--- src/design/rita_pkg.sv ---
// Shared types, constants and a helper function for the radix integer-to-ASCII converter.
package rita_pkg;

  // ASCII codes used when building the text.
  localparam logic [6:0] SIGN_CHAR   = 7'h2D;
  localparam logic [6:0] DIGIT_BASE  = 7'h30;
  localparam logic [6:0] LETTER_BASE = 7'h41;

  // Accepted range of number bases.
  localparam logic [4:0] MIN_RADIX = 5'd2;
  localparam logic [4:0] MAX_RADIX = 5'd16;

  // Field widths of the stream words.
  localparam int VALUE_FIELD_W = 32;
  localparam int MAX_VALUE_W   = 64;
  localparam int RADIX_W       = 5;
  localparam int DIGIT_W       = 4;
  localparam int CHAR_W        = 7;

  // Quotient bits resolved by the shared divider in one cycle.
  localparam int STEP_BITS = 8;

  // Sequencer states.
  typedef enum logic [1:0] {
    ST_IDLE,
    ST_DIVIDE,
    ST_EMIT
  } rita_state_t;

  // Commands from the sequencer to the divider.
  typedef struct packed {
    logic load;
    logic step;
  } rita_div_ctl_t;

  // Divider status: a digit is finished on done.
  typedef struct packed {
    logic               done;
    logic               quot_zero;
    logic [DIGIT_W-1:0] digit;
  } rita_div_res_t;

  // Commands from the sequencer to the digit stack.
  typedef struct packed {
    logic clear;
    logic push;
    logic pop;
  } rita_stk_ctl_t;

  // Fill status of the digit stack.
  typedef struct packed {
    logic empty;
    logic one;
  } rita_stk_stat_t;

  // Maps a digit value to its ASCII character, 0-9 then A-F.
  function automatic logic [CHAR_W-1:0] digit_char(input logic [DIGIT_W-1:0] d);
    logic [CHAR_W-1:0] d_ext;
    d_ext = CHAR_W'(d);
    if (d < DIGIT_W'(10)) begin
      return DIGIT_BASE + d_ext;
    end else begin
      return LETTER_BASE + (d_ext - CHAR_W'(10));
    end
  endfunction

endpackage

--- src/design/rita_div.sv ---
// Shared restoring divider that peels one digit off the working value per pass.
module rita_div #(
  parameter int VALUE_BITS = 32
) (
  input  logic                           clk,
  input  logic                           rst,
  input  rita_pkg::rita_div_ctl_t        ctl,
  input  logic [rita_pkg::RADIX_W-1:0]   radix_in,
  input  logic [VALUE_BITS-1:0]          value_in,
  output rita_pkg::rita_div_res_t        res
);

  localparam int DIV_W  = ((VALUE_BITS + rita_pkg::STEP_BITS - 1) / rita_pkg::STEP_BITS)
                          * rita_pkg::STEP_BITS;
  localparam int CHUNKS = DIV_W / rita_pkg::STEP_BITS;
  localparam int CNT_W  = (CHUNKS > 1) ? $clog2(CHUNKS) : 1;
  localparam logic [CNT_W-1:0] LAST_CHUNK = CNT_W'(CHUNKS - 1);

  logic [DIV_W-1:0]                 work;
  logic [DIV_W-1:0]                 work_next;
  logic [rita_pkg::DIGIT_W-1:0]     rem;
  logic [rita_pkg::DIGIT_W-1:0]     rem_next;
  logic [rita_pkg::RADIX_W-1:0]     radix;
  logic [CNT_W-1:0]                 cnt;
  logic                             last_chunk;

  // One slice of restoring division: eight quotient bits against a narrow remainder.
  always_comb begin
    logic [DIV_W-1:0]             w;
    logic [rita_pkg::RADIX_W-1:0] r;
    w = work;
    r = rita_pkg::RADIX_W'(rem);
    for (int i = 0; i < rita_pkg::STEP_BITS; i++) begin
      r = {r[rita_pkg::RADIX_W-2:0], w[DIV_W-1]};
      w = {w[DIV_W-2:0], 1'b0};
      if (r >= radix) begin
        r    = r - radix;
        w[0] = 1'b1;
      end
    end
    work_next = w;
    rem_next  = r[rita_pkg::DIGIT_W-1:0];
  end

  assign last_chunk = (cnt == LAST_CHUNK);

  // The quotient replaces the dividend in place, ready for the next digit.
  always_ff @(posedge clk) begin
    if (rst) begin
      cnt <= '0;
    end else if (ctl.load) begin
      cnt <= '0;
    end else if (ctl.step) begin
      cnt <= last_chunk ? '0 : cnt + CNT_W'(1);
    end
  end

  always_ff @(posedge clk) begin
    if (ctl.load) begin
      work  <= DIV_W'(value_in);
      rem   <= '0;
      radix <= radix_in;
    end else if (ctl.step) begin
      work <= work_next;
      rem  <= last_chunk ? '0 : rem_next;
    end
  end

  assign res.done      = ctl.step & last_chunk;
  assign res.quot_zero = (work_next == '0);
  assign res.digit     = rem_next;

endmodule

--- src/design/rita_stack.sv ---
// Last-in first-out shift stack that reverses the digit order for output.
module rita_stack #(
  parameter int VALUE_BITS = 32
) (
  input  logic                          clk,
  input  logic                          rst,
  input  rita_pkg::rita_stk_ctl_t       ctl,
  input  logic [rita_pkg::DIGIT_W-1:0]  digit_in,
  output logic [rita_pkg::DIGIT_W-1:0]  top,
  output rita_pkg::rita_stk_stat_t      stat
);

  localparam int CNT_W = $clog2(VALUE_BITS + 1);

  logic [rita_pkg::DIGIT_W-1:0] entry [VALUE_BITS];
  logic [CNT_W-1:0]             count;

  // Fill count; payload entries need no reset.
  always_ff @(posedge clk) begin
    if (rst) begin
      count <= '0;
    end else if (ctl.clear) begin
      count <= '0;
    end else if (ctl.push) begin
      count <= count + CNT_W'(1);
    end else if (ctl.pop) begin
      count <= count - CNT_W'(1);
    end
  end

  // A push moves every entry one place deeper; a pop brings them back up.
  always_ff @(posedge clk) begin
    if (ctl.push) begin
      entry[0] <= digit_in;
      for (int i = 1; i < VALUE_BITS; i++) begin
        entry[i] <= entry[i-1];
      end
    end else if (ctl.pop) begin
      for (int i = 0; i < VALUE_BITS - 1; i++) begin
        entry[i] <= entry[i+1];
      end
    end
  end

  assign top        = entry[0];
  assign stat.empty = (count == '0);
  assign stat.one   = (count == CNT_W'(1));

endmodule

--- src/design/radix_integer_to_ascii.sv ---
// Each digit is divided out in chunks of eight quotient bits and pushed onto the digit stack; then
// each character (sign included) is moved into the output register, most significant digit first.
// Throughput: one number at a time; the next word is taken once the last character is queued.
// The divider loop resolves eight quotient bits per cycle for every digit.
// Reset (synchronous, active high) returns the sequencer to idle and empties the output.
// Words with a base outside 2 to 16 are taken and dropped without output.
module radix_integer_to_ascii #(
  parameter int VALUE_BITS = 32
) (
  input  logic        clk,
  input  logic        rst,
  input  logic        s_axis_tvalid,
  output logic        s_axis_tready,
  input  logic [31:0] s_axis_tdata,   // [31:0] value
  input  logic [5:0]  s_axis_tuser,   // [4:0] radix, [5] as_signed
  output logic        m_axis_tvalid,
  input  logic        m_axis_tready,
  output logic [7:0]  m_axis_tdata,   // [6:0] char_code, [7] zero
  output logic        m_axis_tlast    // last
);

  rita_pkg::rita_state_t       state;
  rita_pkg::rita_state_t       state_next;
  logic                        sign_pend;
  logic                        sign_pend_next;
  logic                        out_valid;
  logic                        out_valid_next;
  logic [rita_pkg::CHAR_W-1:0] out_char;
  logic [rita_pkg::CHAR_W-1:0] out_char_next;
  logic                        out_last;
  logic                        out_last_next;

  logic [rita_pkg::MAX_VALUE_W-1:0] value_wide;
  logic [VALUE_BITS-1:0]            value_in;
  logic [VALUE_BITS-1:0]            magnitude;
  logic [rita_pkg::RADIX_W-1:0]     radix_in;
  logic                             negative;
  logic                             radix_ok;
  logic                             slot_free;

  rita_pkg::rita_div_ctl_t      div_ctl;
  rita_pkg::rita_div_res_t      div_res;
  rita_pkg::rita_stk_ctl_t      stk_ctl;
  rita_pkg::rita_stk_stat_t     stk_stat;
  logic [rita_pkg::DIGIT_W-1:0] stk_top;

  // Input word decode and magnitude.
  assign value_wide = rita_pkg::MAX_VALUE_W'(s_axis_tdata);
  assign value_in   = value_wide[VALUE_BITS-1:0];
  assign radix_in   = s_axis_tuser[4:0];
  assign negative   = s_axis_tuser[5] & value_in[VALUE_BITS-1];
  assign magnitude  = negative ? (~value_in + VALUE_BITS'(1)) : value_in;
  assign radix_ok   = (radix_in >= rita_pkg::MIN_RADIX) && (radix_in <= rita_pkg::MAX_RADIX);
  assign slot_free  = ~out_valid | m_axis_tready;

  rita_div #(
    .VALUE_BITS (VALUE_BITS)
  ) u_div (
    .clk      (clk),
    .rst      (rst),
    .ctl      (div_ctl),
    .radix_in (radix_in),
    .value_in (magnitude),
    .res      (div_res)
  );

  rita_stack #(
    .VALUE_BITS (VALUE_BITS)
  ) u_stack (
    .clk      (clk),
    .rst      (rst),
    .ctl      (stk_ctl),
    .digit_in (div_res.digit),
    .top      (stk_top),
    .stat     (stk_stat)
  );

  // Sequencer: divide out the digits, then emit sign and digits most significant first.
  always_comb begin
    state_next     = state;
    sign_pend_next = sign_pend;
    out_valid_next = out_valid & ~m_axis_tready;
    out_char_next  = out_char;
    out_last_next  = out_last;
    s_axis_tready  = 1'b0;
    div_ctl        = '0;
    stk_ctl        = '0;
    unique case (state)
      rita_pkg::ST_IDLE: begin
        s_axis_tready = 1'b1;
        if (s_axis_tvalid && radix_ok) begin
          div_ctl.load   = 1'b1;
          stk_ctl.clear  = 1'b1;
          sign_pend_next = negative;
          state_next     = rita_pkg::ST_DIVIDE;
        end
      end
      rita_pkg::ST_DIVIDE: begin
        div_ctl.step = 1'b1;
        if (div_res.done) begin
          stk_ctl.push = 1'b1;
          if (div_res.quot_zero) begin
            state_next = rita_pkg::ST_EMIT;
          end
        end
      end
      rita_pkg::ST_EMIT: begin
        if (slot_free) begin
          out_valid_next = 1'b1;
          if (sign_pend) begin
            out_char_next  = rita_pkg::SIGN_CHAR;
            out_last_next  = 1'b0;
            sign_pend_next = 1'b0;
          end else begin
            stk_ctl.pop   = 1'b1;
            out_char_next = rita_pkg::digit_char(stk_top);
            out_last_next = stk_stat.one;
            if (stk_stat.one) begin
              state_next = rita_pkg::ST_IDLE;
            end
          end
        end
      end
      default: begin
        state_next = rita_pkg::ST_IDLE;
      end
    endcase
  end

  // Control registers.
  always_ff @(posedge clk) begin
    if (rst) begin
      state     <= rita_pkg::ST_IDLE;
      sign_pend <= 1'b0;
      out_valid <= 1'b0;
    end else begin
      state     <= state_next;
      sign_pend <= sign_pend_next;
      out_valid <= out_valid_next;
    end
  end

  // Output word register.
  always_ff @(posedge clk) begin
    out_char <= out_char_next;
    out_last <= out_last_next;
  end

  assign m_axis_tvalid = out_valid;
  assign m_axis_tdata  = {1'b0, out_char};
  assign m_axis_tlast  = out_last;

`ifndef SYNTHESIS
  // A new word is only taken once every digit of the previous one has left the stack.
  a_idle_stack_empty: assert property (@(posedge clk) disable iff (rst)
    s_axis_tready |-> stk_stat.empty)
    else $error("digit stack not empty while taking a new word");

  // While emitting there is always a sign or a digit still to send.
  a_emit_has_work: assert property (@(posedge clk) disable iff (rst)
    (state == rita_pkg::ST_EMIT) |-> (sign_pend || !stk_stat.empty))
    else $error("emit state entered with nothing to send");

  // The minus sign never closes a number.
  a_sign_not_last: assert property (@(posedge clk) disable iff (rst)
    (m_axis_tvalid && (m_axis_tdata[6:0] == rita_pkg::SIGN_CHAR)) |-> !m_axis_tlast)
    else $error("minus sign marked as last character");

  // A digit pass ends with a push into the stack.
  a_done_pushes: assert property (@(posedge clk) disable iff (rst)
    div_res.done |-> (stk_ctl.push && (state == rita_pkg::ST_DIVIDE)))
    else $error("finished digit not stored");
`endif

endmodule
--- config.mk ---
export PLATFORM = sky130hd
export DESIGN_NAME = radix_integer_to_ascii
export DESIGN_NICKNAME = d
export VERILOG_FILES = /design/src/design/rita_pkg.sv /design/src/design/rita_div.sv /design/src/design/rita_stack.sv /design/src/design/radix_integer_to_ascii.sv
export SDC_FILE = /design/constraint.sdc
export NUM_CORES = 1
export LEC_CHECK = 0
export ABC_CLOCK_PERIOD_IN_PS = 9900
export BUFFER_PORTS_ARGS = -buffer_cell sky130_fd_sc_hd__buf_2
export CORE_ASPECT_RATIO = 0.7
export CORE_UTILIZATION = 56
export CTS_CLUSTER_SIZE = 40
export DETAILED_ROUTE_END_ITERATION = 12
export GPL_TIMING_DRIVEN = 0
export PLACE_DENSITY_LB_ADDON = 0.1
export SLEW_MARGIN = 10
export SYNTH_ARGS = -nofsm -noshare
export SYNTH_HDL_FRONTEND = slang
export SYNTH_HIERARCHICAL = 1
export SYNTH_SLANG_ARGS = --single-unit
--- constraint.sdc ---
create_clock -name clk -period 9.9 [get_ports clk]
set_clock_uncertainty 0.1 [all_clocks]
set_input_delay 0 -clock clk [delete_from_list [all_inputs] [get_ports clk]]
set_output_delay 0 -clock clk [all_outputs]
set_load 0.03 [all_outputs]
Word-level counts from Yosys, hierarchy flattened
Memories as Yosys holds them, arrays and structs flattened.
Cells that the tools add are included.
- input bits: 42
- memory bits (writable): 128
- register bits: 61
- memories: 1
- memories (memory ; depth ; width ; rd ports ; clocked after Yosys merged registers in ; wr ports ; RTL line ; source):
    u_stack.entry ; 32 ; 4 ; 32 ; 0 ; 32 ; rita_stack.sv:15 ; logic [rita_pkg::DIGIT_W-1:0] entry [VALUE_BITS];
- bitwise logic cells: 38
- mux-type cells: 81
- order comparisons: 11
- equality and inequality tests: 10
- add/subtract/negate cells: 15
- reduce and logical (&&, ||, !) cells: 11
- operators by type and width (kind ; count):
    $mux W4 ; 40
    $mux W32 ; 3
    $ge A5 B5 Y1 ; 8
    $add A32 B1 Y32 const B ; 1
    $logic_not A32 Y1 ; 1
    $not A32 Y32 ; 1
    $or A1 B1 Y1 ; 32
    $sub A4 B4 Y4 ; 8
    $mux W1 ; 26
    $mux W2 ; 7
    $mux W6 ; 2
    $ne A2 B2 Y1 const B ; 6
    $add A6 B4 Y7 const A ; 1
    $add A7 B7 Y7 const A ; 1
    $mux W7 ; 1
    $add A6 B1 Y6 const B ; 1
    $eq A6 B1 Y1 const B ; 1
    $pmux W2 S3 ; 1
    $reduce_and A6 Y1 ; 1
    $reduce_bool A2 Y1 ; 3
    $sub A6 B1 Y6 const B ; 1
    $ge A5 B2 Y1 const B ; 1
    $le A5 B5 Y1 const B ; 1
    $sub A4 B4 Y5 const B ; 1
    12 further kinds ; 17

Depth between registers and ports, before layout
Gate-level depths: netlist (run 1).
- depth after elaboration: 20
- gate-level depth with buffers: 53
- gate-level depth less buffers: 50

Modules after synthesis
The synthesis (run 1) kept the hierarchy.
- by module, submodules not included (module ; area an instance (sq um) ; cells an instance ; instances ; seq. area each (sq um)):
    rita_stack ; 6130.9 ; 318 ; 1 ; 3963.8
    rita_div ; 3567.2 ; 329 ; 1 ; 1231.2
    radix_integer_to_ascii ; 1333.8 ; 161 ; 1 ; 320.3

Least setup slack after synthesis (run 1)
No wires, ideal clock.
- path kind: register to register
- start: reg u_div/radix[1] (netlist bit)
- end: mem u_stack/entry[0][1] (netlist bit) (data pin)
- data arrival time: 10.524 ns
- setup slack: -0.984 ns
- cell stages (with the launch flop): 48
- clock period less this slack: 10.884 ns
- buffers on the path: 3
- library setup time: 0.260 ns
- cell sequence: edfxtp_1 -> inv_1 -> ha_1 -> nor2b_1 -> o31ai_2 -> a31o_2 -> mux2_2 -> ha_1 -> o21a_1 -> o31ai_4 -> a31oi_1 -> mux2_4 -> ha_1 -> o21a_1 -> o31a_1 -> o22a_1 -> buf_2 -> a211oi_1 -> (+12 left out) -> mux2_2 -> inv_1 -> ha_1 -> nand2_1 -> o21ai_0 -> a21o_1 -> buf_2 -> mux2_2 -> ha_1 -> a21oi_1 -> o21ai_0 -> nor2_1 -> a211oi_4 -> ha_1 -> nand2_1 -> o31ai_2 -> mux2_2 -> mux2_4
- RTL lines (element ; RTL line ; source):
    start, declared ; rita_div.sv:23 ; logic [rita_pkg::RADIX_W-1:0] radix;
    start signal, assigned ; rita_div.sv:62 ; radix <= radix_in;
    end, declared ; rita_stack.sv:15 ;

==> summary.txt, run 1 <==
STA
  • PnR worst setup slack: -0.828 ns
  • RSZ-0062 raised after global routing: true
  • Fmax: 93.2 MHz
  • Final setup viols: 11
  • Endpoints failing hold: 0
  • Slew @ Worst Pin: 1.11 ns
  • Crit path time final: 10.73 ns
  • Worst slew margin: 25.4%
  • Final Slew Violations: 0
  • Fin crit share: 108%

Global routing
  • Vias in the first global route: 7629
  • Initial antenna violation count: 0
  • First-pass GRT wire length: 40.5 mm
  • Largest net degree at the start of global routing: 47
  • Total track usage: 26.3%
  • GRT overflow: 0

CTS
  • CTS Buffer Depth: 2
  • Total CTS buffers: 17
  • Root buffer cell: clkbuf_16
  • Clock tree sinks: 189
  • Clk Latency, worst-skew pair: 0.43 ns
  • H-tree depth: 4
  • CTS tree: done
  • Clk pin slew, worst setup/hold paths: 0.07 ns

Floorplan
  • IO Pins: 53
  • Full die area: 20300 um2
  • Core ar.: 19100 um2
  • Initial Util: 57.8%
  • Chip Height: 119 um
  • Die width: 170 um
  • Num rows: 42

Detailed routing
  • DRT Pass-1 Iters: 5
  • Antenna Nets Post-Route: 0
  • Drt drc: 0
  • Vias: 7431
  • Post-DR wirelength/cell: 20.1 um
  • Via-per-instance ratio: 5.90
  • Number of DRC markers in iteration 0: 620
  • Routed WL: 25.4 mm

Worst setup path
  • Most used cell, CP: ha_4
  • Type of origin of the critical path: register
  • Max stage delay cell, worst path: o31ai_4
  • CP max FO: 8
  • Crit path arrival time: 10.81 ns
  • Crit path kind: reg2reg
  • CP required: 9.99 ns
  • CP endpoint kind: register
  • Slowest stage delay, CP: 0.45 ns

Synth
  • Mapped cell area: 11000 um2
  • Syn Nets: 907
  • Warnings, synthesis: 6
  • Post-synthesis average cell area: 13.7 um2
  • Cell count after synthesis: 807

Final layout
  • Final nets: 1083
  • Ratio of cells with drive above 1 in the final layout: 42.7%
  • Syn-to-layout area delta: 24.6%
  • Filler cells: 1227
  • ANT cells: 0
  • Post-layout util: 72.0%

Place
  • HPWL after DPL: 16.4 mm
  • Count of buffers from port buffering: 51
  • Routability congestion estimate: 0.878

Run
  • Max cap viols: 0

Run status
  • Failing checks: negative setup slack
  • Status: complete, but fails checks

Worst hold path
  • Worst hold path class: in2reg
==> metrics by stage <==
step / cell area [um2] / TNS, ns / worst slack, ns / instances / hold WS (ns)
2_1_floorplan: 11200 / -2.60 / -0.434 / 807 / -0.0309
3_3_place_gp: 11800 / -17.40 / -1.79 / 1122 / 0.0946
3_5_place_dp: 11900 / -20.62 / -2.06 / 1124 / 0.0923
5_1_grt: 13700 / -10.17 / -1.11 / 1260 / 0.0234
4_1_cts: 13600 / -3.26 / -0.449 / 1250 / 0.0292
6_report: 13700 / -6.83 / -0.828 / 1260 / 0.0553
==> area by class of cell <==
| cell class | instances | area, um2 | area share (%) |
|---|---|---|---|
| multi-input cells | 550 | 5670 | 41.2 |
| flip-flops and latches | 189 | 5520 | 40.2 |
| repair buffers | 158 | 1200 | 8.73 |
| clock buffers | 17 | 425 | 3.10 |
| well taps | 264 | 330 | 2.40 |
| plain buffers | 31 | 290 | 2.11 |
| clock inverters | 15 | 160 | 1.17 |
| inverters | 36 | 150 | 1.09 |
==> metal layers <==
layer	share of wire (%)	global-route usage (%)	vias up	routed length (um)
li1	-	-	3429	-
met1	47	38.3	3723	12000
met2	46	39.7	230	11600
met3	4.8	4.69	49	1230
met4	2.1	9.23	0	541
met5	0	0	-	0
==> critical path: cells and delay by family (launching register included) <==
kind	cells	cell delay, ns
AOI/OAI and AO/OA	24	4.45
and+or+nand+nor	8	0.99
DFF	1	0.44
adders and majority gates	8	2.30
muxes	4	1.10
buffers and inverters	7	1.04
==> cell usage in the layout, fill, tap and decap left out, types with 18 or more instances in the layout <==
cell             n
a21o_1          18
a21oi_1         22
buf_2           54
buf_4           71
dlygate4sd3_1   37
edfxtp_1       173
ha_1            34
inv_1           30
mux2_2          88
mux2_4          76
nand2_1         18
nor2_1          34
xnor2_1         25
xor2_1          20
==> registers in the layout (all words and copies together), names as in the netlist <==
register / flops
state: 2
u_div/radix: 5
u_stack/entry: 128
u_div/rem: 4
u_div/work: 32
out_char: 7
m_axis_tvalid: 1
u_div/cnt: 2
m_axis_tlast: 1
sign_pend: 1
u_stack/count: 6
==> worst paths after layout <==
path | startpoint | endpoint | slack [ns] | cells past startpoint
worst max-delay path | u_div/radix[1]$_DFFE_PP_ | u_stack/entry[0][1]$_DFFE_PP_ | -0.83 | 51
worst min-delay path | s_axis_tdata[12] | u_div/work[12]$_DFFE_PP_ | 0.06 | 3
worst max register to register | u_div/radix[1]$_DFFE_PP_ | u_stack/entry[0][1]$_DFFE_PP_ | -0.83 | 51
worst min register to register | u_stack/entry[15][0]$_DFFE_PP_ | u_stack/entry[15][4]$_DFFE_PP_ | 0.36 | 0
==> repair_timing <==
action | in CTS | in global routing
setup endpoints to repair | 12 | 11
gates resized for setup | 50 | 20
hold buffers | 37 | 0
hold endpoints to repair | 42 | 0
setup buffers | 57 | 11
pin swaps | 44 | 10
Power of run 1 is not shown: default switching activity piles up to over one toggle a cycle in this logic, so the estimate is an artifact.
==> inputs of run 2 (changes only) <==
--- a/config.mk
+++ b/config.mk
@@ -13,7 +13,7 @@
 export DETAILED_ROUTE_END_ITERATION = 12
 export GPL_TIMING_DRIVEN = 0
 export PLACE_DENSITY_LB_ADDON = 0.1
-export SLEW_MARGIN = 10
+export SLEW_MARGIN = 20
 export SYNTH_ARGS = -nofsm -noshare
 export SYNTH_HDL_FRONTEND = slang
 export SYNTH_HIERARCHICAL = 1
==> constraint.sdc (replaced) <==
create_clock -name clk -period 9.9 [get_ports clk]
set_clock_uncertainty 0.1 [all_clocks]
set_input_delay 0 -clock clk [delete_from_list [all_inputs] [get_ports clk]]
set_output_delay 0 -clock clk [all_outputs]
set_load 0.01 [all_outputs]
==> run 2 against run 1 <==
Against the previous run:
- wire length down 0.11%
- flip-flop and latch count unchanged
- core utilization unchanged
- setup slack got worse by 0.0029 ns
- register-to-register slack is essentially flat
- global-route usage unchanged
- critical path depth did not move
- the run still ends with negative setup slack left
==> summary.txt, run 2 (same netlist as run 1, synthesis figures left out) <==
Run status
  • Status: complete, but fails checks
  • Failing checks: negative setup slack

CTS
  • Total CTS buffers: 17 (unchanged)
  • CTS tree: done
  • CTS Buffer Depth: 2 (unchanged)
  • Clk Latency, worst-skew pair: 0.43 ns (about the same)
  • H-tree depth: 4 (unchanged)
  • Clk pin slew, worst setup/hold paths: 0.07 ns (about the same)
  • Root buffer cell: clkbuf_16
  • Clock tree sinks: 189 (unchanged)

Final layout
  • Most frequent cells in the layout: 173 x edfxtp_1, 88 x mux2_2, 76 x mux2_4, 71 x buf_4, 54 x buf_2
  • Most common cell after layout, fill and taps aside: edfxtp_1
  • Filler cells: 1227 (unchanged)
  • Post-route cell area: 13700 um2 (unchanged)
  • Ratio of cells with drive above 1 in the final layout: 42.8% (+0.10 points)
  • Post-layout util: 72.0% (unchanged)
  • Post-route insts no fill: 1260 (unchanged)
  • Largest regs: u_stack/entry (128), u_div/work (32), out_char (7)
  • Max reg flops: 128 (unchanged)
  • Area of the multi-input gates: 5670 um2 (unchanged)
  • Final nets: 1083 (unchanged)
  • Largest register by flop count: u_stack/entry
  • Syn-to-layout area delta: 24.6% (unchanged)
  • ANT cells: 0 (unchanged)
  • Register area: 5520 um2 (unchanged)

STA
  • Endpoints failing hold: 0 (unchanged)
  • Slew @ Worst Pin: 1.00 ns (-0.109 ns)
  • Worst slew margin: 32.5% (+7.1 points)
  • RSZ-0062 raised after global routing: true
  • Final Slew Violations: 0 (unchanged)
  • Final setup viols: 11 (unchanged)
  • PnR worst setup slack: -0.831 ns (-0.00292 ns)
  • Crit path time final: 10.73 ns (+0.00292 ns)
  • Fin crit share: 108% (about the same)
  • Fmax: 93.2 MHz (about the same)

Global routing
  • M2 GR Usage: 39.7% (unchanged)
  • Met3 Use GR: 4.69% (unchanged)
  • Total track usage: 26.3% (unchanged)
  • First-pass GRT wire length: 40.5 mm (unchanged)
  • Largest net degree at the start of global routing: 47 (unchanged)
  • Initial antenna violation count: 0 (unchanged)
  • Global-route met1 utilization: 38.3% (unchanged)
  • Vias in the first global route: 7629 (unchanged)
  • GRT busiest layer: met2
  • GRT overflow: 0 (unchanged)

Run
  • Max cap viols: 0 (unchanged)

Worst setup path
  • Crit path arrival time: 10.82 ns (about the same)
  • CP required: 9.99 ns (about the same)
  • Crit path kind: reg2reg
  • Max stage delay cell, worst path: o31ai_4
  • CP startpoint: u_div/radix[1]$_DFFE_PP_
  • CP max FO: 8 (unchanged)
  • Most used cell, CP: ha_4
  • Slowest stage delay, CP: 0.45 ns (about the same)
  • RR Startpoint: u_div/radix[1]$_DFFE_PP_
  • CP endpoint kind: register
  • Type of origin of the critical path: register

Detailed routing
  • Number of DRC markers in iteration 0: 592 (-4.5%)
  • Vias: 7432 (+0.013%)
  • Post-DR wirelength/cell: 20.1 um (-0.11%)
  • Antenna Nets Post-Route: 0 (unchanged)
  • Drt drc: 0 (unchanged)
  • DRT Pass-1 Iters: 5 (unchanged)
  • Via-per-instance ratio: 5.90 (about the same)
  • Routed WL: 25.4 mm (-0.11%)

Floorplan
  • Full die area: 20300 um2 (unchanged)
  • Chip Height: 119 um (unchanged)
  • Initial Util: 57.8% (unchanged)
  • Core ar.: 19100 um2 (unchanged)
  • Die width: 170 um (unchanged)
  • IO Pins: 53 (unchanged)
  • Num rows: 42 (unchanged)

Place
  • HPWL after DPL: 16.4 mm (unchanged)
  • Routability congestion estimate: 0.878 (unchanged)
  • Setup slack after placement: -2.06 ns (unchanged)
  • DP Area: 11900 um2 (unchanged)
  • Placed cell count: 1124 (unchanged)
  • Count of buffers from port buffering: 51 (unchanged)

Worst hold path
  • HP Start: s_axis_tdata[22]
  • Worst hold path class: in2reg
==> run 2: path summary, 6_finish.rpt <==
path                                                        to  slack, ns  depth (start not counted)
worst max-delay path             u_stack/entry[0][1]$_DFFE_PP_      -0.83                         51
worst min-delay path                  u_div/work[22]$_DFFE_PP_       0.05                          3
worst min register to register  u_stack/entry[15][4]$_DFFE_PP_       0.36                          0
worst max register to register   u_stack/entry[0][1]$_DFFE_PP_      -0.83                         51
==> run 2: repair_timing <==
item	4_1_cts	5_1_grt
hold endpoints to repair	42	0
endpoints found under the setup margin	12	11
hold buffers	37	0
pin swaps	44	10
setup buffers	57	11
resized for setup	50	20
==> run 2: through the flow <==
step / hold WS, ns / TNS (ns)
floorplan: -0.0309 / -2.60
global placement: 0.0946 / -17.40
detailed placement: 0.0923 / -20.62
CTS: 0.0292 / -3.26
global route: 0.0234 / -10.17
finish: 0.0482 / -6.77
==> run 2: critical path: cells and delay by family (launching register included) <==
kind,cells,cell delay (ns)
buf+inv,6,0.89
simple gates,8,1.00
flops,1,0.44
compound gates,25,4.68
fa+ha+maj,8,2.27
mux,4,1.11
==> run 2: cell type report <==
class / instances / area share, %
multi-input cells: 550 / 41.2
flip-flops and latches: 189 / 40.2
repair buffers: 158 / 8.73
clock buffers: 17 / 3.10
well taps: 264 / 2.40
plain buffers: 31 / 2.11
clock inverters: 15 / 1.17
inverters: 36 / 1.09
==> run 2: layer usage <==
metal	routed length (um)	share of wire (%)	vias up
met5	0	0	-
met4	538	2.1	0
met3	1410	5.6	47
met2	11600	46	233
met1	11800	47	3728
li1	-	-	3424
Power of run 2 is left out for the same reason.
==> inputs of run 3 (changes only) <==
--- a/config.mk
+++ b/config.mk
@@ -8,7 +8,8 @@
 export ABC_CLOCK_PERIOD_IN_PS = 9900
 export BUFFER_PORTS_ARGS = -buffer_cell sky130_fd_sc_hd__buf_2
 export CORE_ASPECT_RATIO = 0.7
-export CORE_UTILIZATION = 56
+export CORE_UTILIZATION = 58
+export CTS_BUF_LIST = sky130_fd_sc_hd__clkbuf_8
 export CTS_CLUSTER_SIZE = 40
 export DETAILED_ROUTE_END_ITERATION = 12
 export GPL_TIMING_DRIVEN = 0
==> run 3 against run 2 <==
Against the previous run:
- the run still ends with negative setup slack left
- fmax grew 0.19%
- cell count shrank 0.63%
- flip-flop and latch count is the same
- count of clock-buffer cells in the layout is the same
- critical path type unchanged
- largest cell class unchanged
==> summary.txt, run 3 (same netlist as run 1, synthesis figures left out) <==
Floorplan
  • Die width: 167 um (-1.7%)
  • Initial Util: 60.2% (+2.4 points)
  • IO Pins: 53 (unchanged)
  • Core ar.: 18300 um2 (-4.0%)
  • Num rows: 41 (-2.4%)
  • Chip Height: 117 um (-1.7%)
  • Full die area: 19600 um2 (-3.4%)

Run
  • Max cap viols: 0 (unchanged)

Final layout
  • Post-route insts no fill: 1252 (-0.63%)
  • Most common cell after layout, fill and taps aside: edfxtp_1
  • Register area: 5520 um2 (unchanged)
  • ANT cells: 0 (unchanged)
  • Largest register by flop count: u_stack/entry
  • Syn-to-layout area delta: 24.7%
  • Max reg flops: 128 (unchanged)
  • Post-route cell area: 13800 um2 (+0.14%)
  • Final nets: 1103 (+1.8%)
  • Area of the multi-input gates: 5710 um2 (+0.75%)
  • Largest regs: u_stack/entry (128), u_div/work (32), out_char (7)
  • Filler cells: 1119 (-8.8%)
  • Most frequent cells in the layout: 173 x edfxtp_1, 88 x mux2_2, 77 x buf_4, 76 x mux2_4, 55 x buf_2
  • Ratio of cells with drive above 1 in the final layout: 42.8% (+0.044 points)

CTS
  • Clock tree sinks: 189 (unchanged)
  • Clk pin slew, worst setup/hold paths: 0.10 ns (+0.03 ns)
  • Root buffer cell: clkbuf_8
  • H-tree depth: 4 (unchanged)
  • CTS Buffer Depth: 2 (unchanged)
  • Clk Latency, worst-skew pair: 0.46 ns (+0.03 ns)
  • Total CTS buffers: 17 (unchanged)
  • CTS tree: done

Detailed routing
  • Via-per-instance ratio: 6.04 (+2.4%)
  • Number of DRC markers in iteration 0: 706 (+19%)
  • Post-DR wirelength/cell: 20.8 um (+3.6%)
  • Drt drc: 0 (unchanged)
  • Vias: 7560 (+1.7%)
  • Routed WL: 26.1 mm (+2.9%)
  • DRT Pass-1 Iters: 5 (unchanged)
  • Antenna Nets Post-Route: 0 (unchanged)

Worst setup path
  • Crit path arrival time: 10.83 ns (about the same)
  • CP required: 10.02 ns (+0.03 ns)
  • Slowest stage delay, CP: 0.54 ns (+0.09 ns)
  • Type of origin of the critical path: register
  • Crit path kind: reg2reg
  • CP endpoint kind: register
  • Max stage delay cell, worst path: o31ai_4
  • CP max FO: 8 (unchanged)

STA
  • Endpoints failing hold: 0 (unchanged)
  • Final setup viols: 11 (unchanged)
  • Post-Route Setup TNS: -7.31 ns (-0.545 ns)
  • RSZ-0062 raised after global routing: true
  • Fmax: 93.4 MHz (+0.19%)
  • Crit path time final: 10.71 ns (-0.0205 ns)
  • Slew @ Worst Pin: 0.966 ns (-0.0380 ns)
  • Fin crit share: 108% (-0.21 points)
  • PnR worst setup slack: -0.810 ns (+0.0205 ns)
  • Worst slew margin: 35.0% (+2.6 points)
  • Worst hold slack: 0.0450 ns (-0.00320 ns)
  • Final Slew Violations: 0 (unchanged)

Global routing
  • Largest net degree at the start of global routing: 49 (+4.3%)
  • Total track usage: 27.0% (+0.66 points)
  • First-pass GRT wire length: 41.0 mm (+1.3%)
  • Vias in the first global route: 7757 (+1.7%)
  • GRT overflow: 0 (unchanged)
  • Initial antenna violation count: 0 (unchanged)

Worst hold path
  • Worst hold path class: in2reg

Place
  • DP Area: 11800 um2 (-0.30%)
  • Routability congestion estimate: 0.918 (+4.5%)
  • Count of buffers from port buffering: 51 (unchanged)
  • Placed cell count: 1096 (-2.5%)
  • HPWL after DPL: 16.4 mm (about the same)

Run status
  • Status: complete, but fails checks
  • Failing checks: negative setup slack
-- run 3: changes by cell type in the layout (fill, tap and decap cells not counted), moves of 2 or more --
| cell | previous run | this run |
|---|---|---|
| clkbuf_16 | 17 | 0 |
| clkinv_8 | 2 | 4 |
| clkinvlp_4 | 7 | 5 |
| buf_6 | 9 | 11 |
| buf_4 | 71 | 77 |
| clkbuf_8 | 0 | 17 |
| dlygate4sd3_1 | 37 | 48 |
| nand2_1 | 18 | 20 |
| nand2_2 | 4 | 2 |
-- run 3: layout make-up --
| cell class | instances | share of cell area (%) |
|---|---|---|
| Buffer | 31 | 2.11 |
| Multi-Input combinational cell | 550 | 41.5 |
| Timing Repair Buffer | 178 | 10.0 |
| Clock buffer | 17 | 1.70 |
| Clock inverter | 15 | 1.31 |
| Sequential cell | 189 | 40.1 |
| Tap cell | 236 | 2.15 |
| Inverter | 36 | 1.09 |
-- run 3: worst max-delay path, delay by kind of cell (launching register included) --
kind | cells | cell delay [ns]
AOI/OAI and AO/OA | 23 | 4.62
and+or+nand+nor | 9 | 1.02
DFF | 1 | 0.47
buffers and inverters | 4 | 0.63
muxes | 4 | 1.36
adders and majority gates | 8 | 2.27
-- run 3: what timing repair did --
| item | in CTS | in global routing |
|---|---|---|
| buffers inserted | 68 | 9 |
| pin swaps | 54 | 20 |
| hold endpoints to repair | 45 | 0 |
| resized for setup | 59 | 21 |
| setup endpoints to repair | 12 | 11 |
| cloned | 1 | 0 |
| hold buffers | 48 | 0 |
-- run 3: final timing paths --
check,from,endpoint,slack (ns),cells after the start
hold reg to reg,u_stack/entry[15][2]$_DFFE_PP_,u_stack/entry[15][6]$_DFFE_PP_,0.37,0
hold / removal,s_axis_tdata[23],u_div/work[23]$_DFFE_PP_,0.04,3
setup / recovery,u_div/radix[1]$_DFFE_PP_,u_stack/entry[0][1]$_DFFE_PP_,-0.81,48
setup reg to reg,u_div/radix[1]$_DFFE_PP_,u_stack/entry[0][1]$_DFFE_PP_,-0.81,48
-- run 3: metrics by stage --
step	util, %	setup slack (ns)
global route	75.1	-1.13
global placement	64.4	-1.75
detailed placement	64.6	-2.08
CTS	74.2	-0.382
finish	75.1	-0.810
floorplan	-	-0.434
-- run 3: layer usage --
| layer | routed length (um) | share of wire (%) | GRT usage [%] |
|---|---|---|---|
| met1 | 12100 | 46 | 38.1 |
| met2 | 12100 | 46 | 42.4 |
| met3 | 1420 | 5.4 | 5.33 |
| met4 | 528 | 2.0 | 7.81 |
| met5 | 0 | 0 | 0 |
Power of run 3 is left out for the same reason.
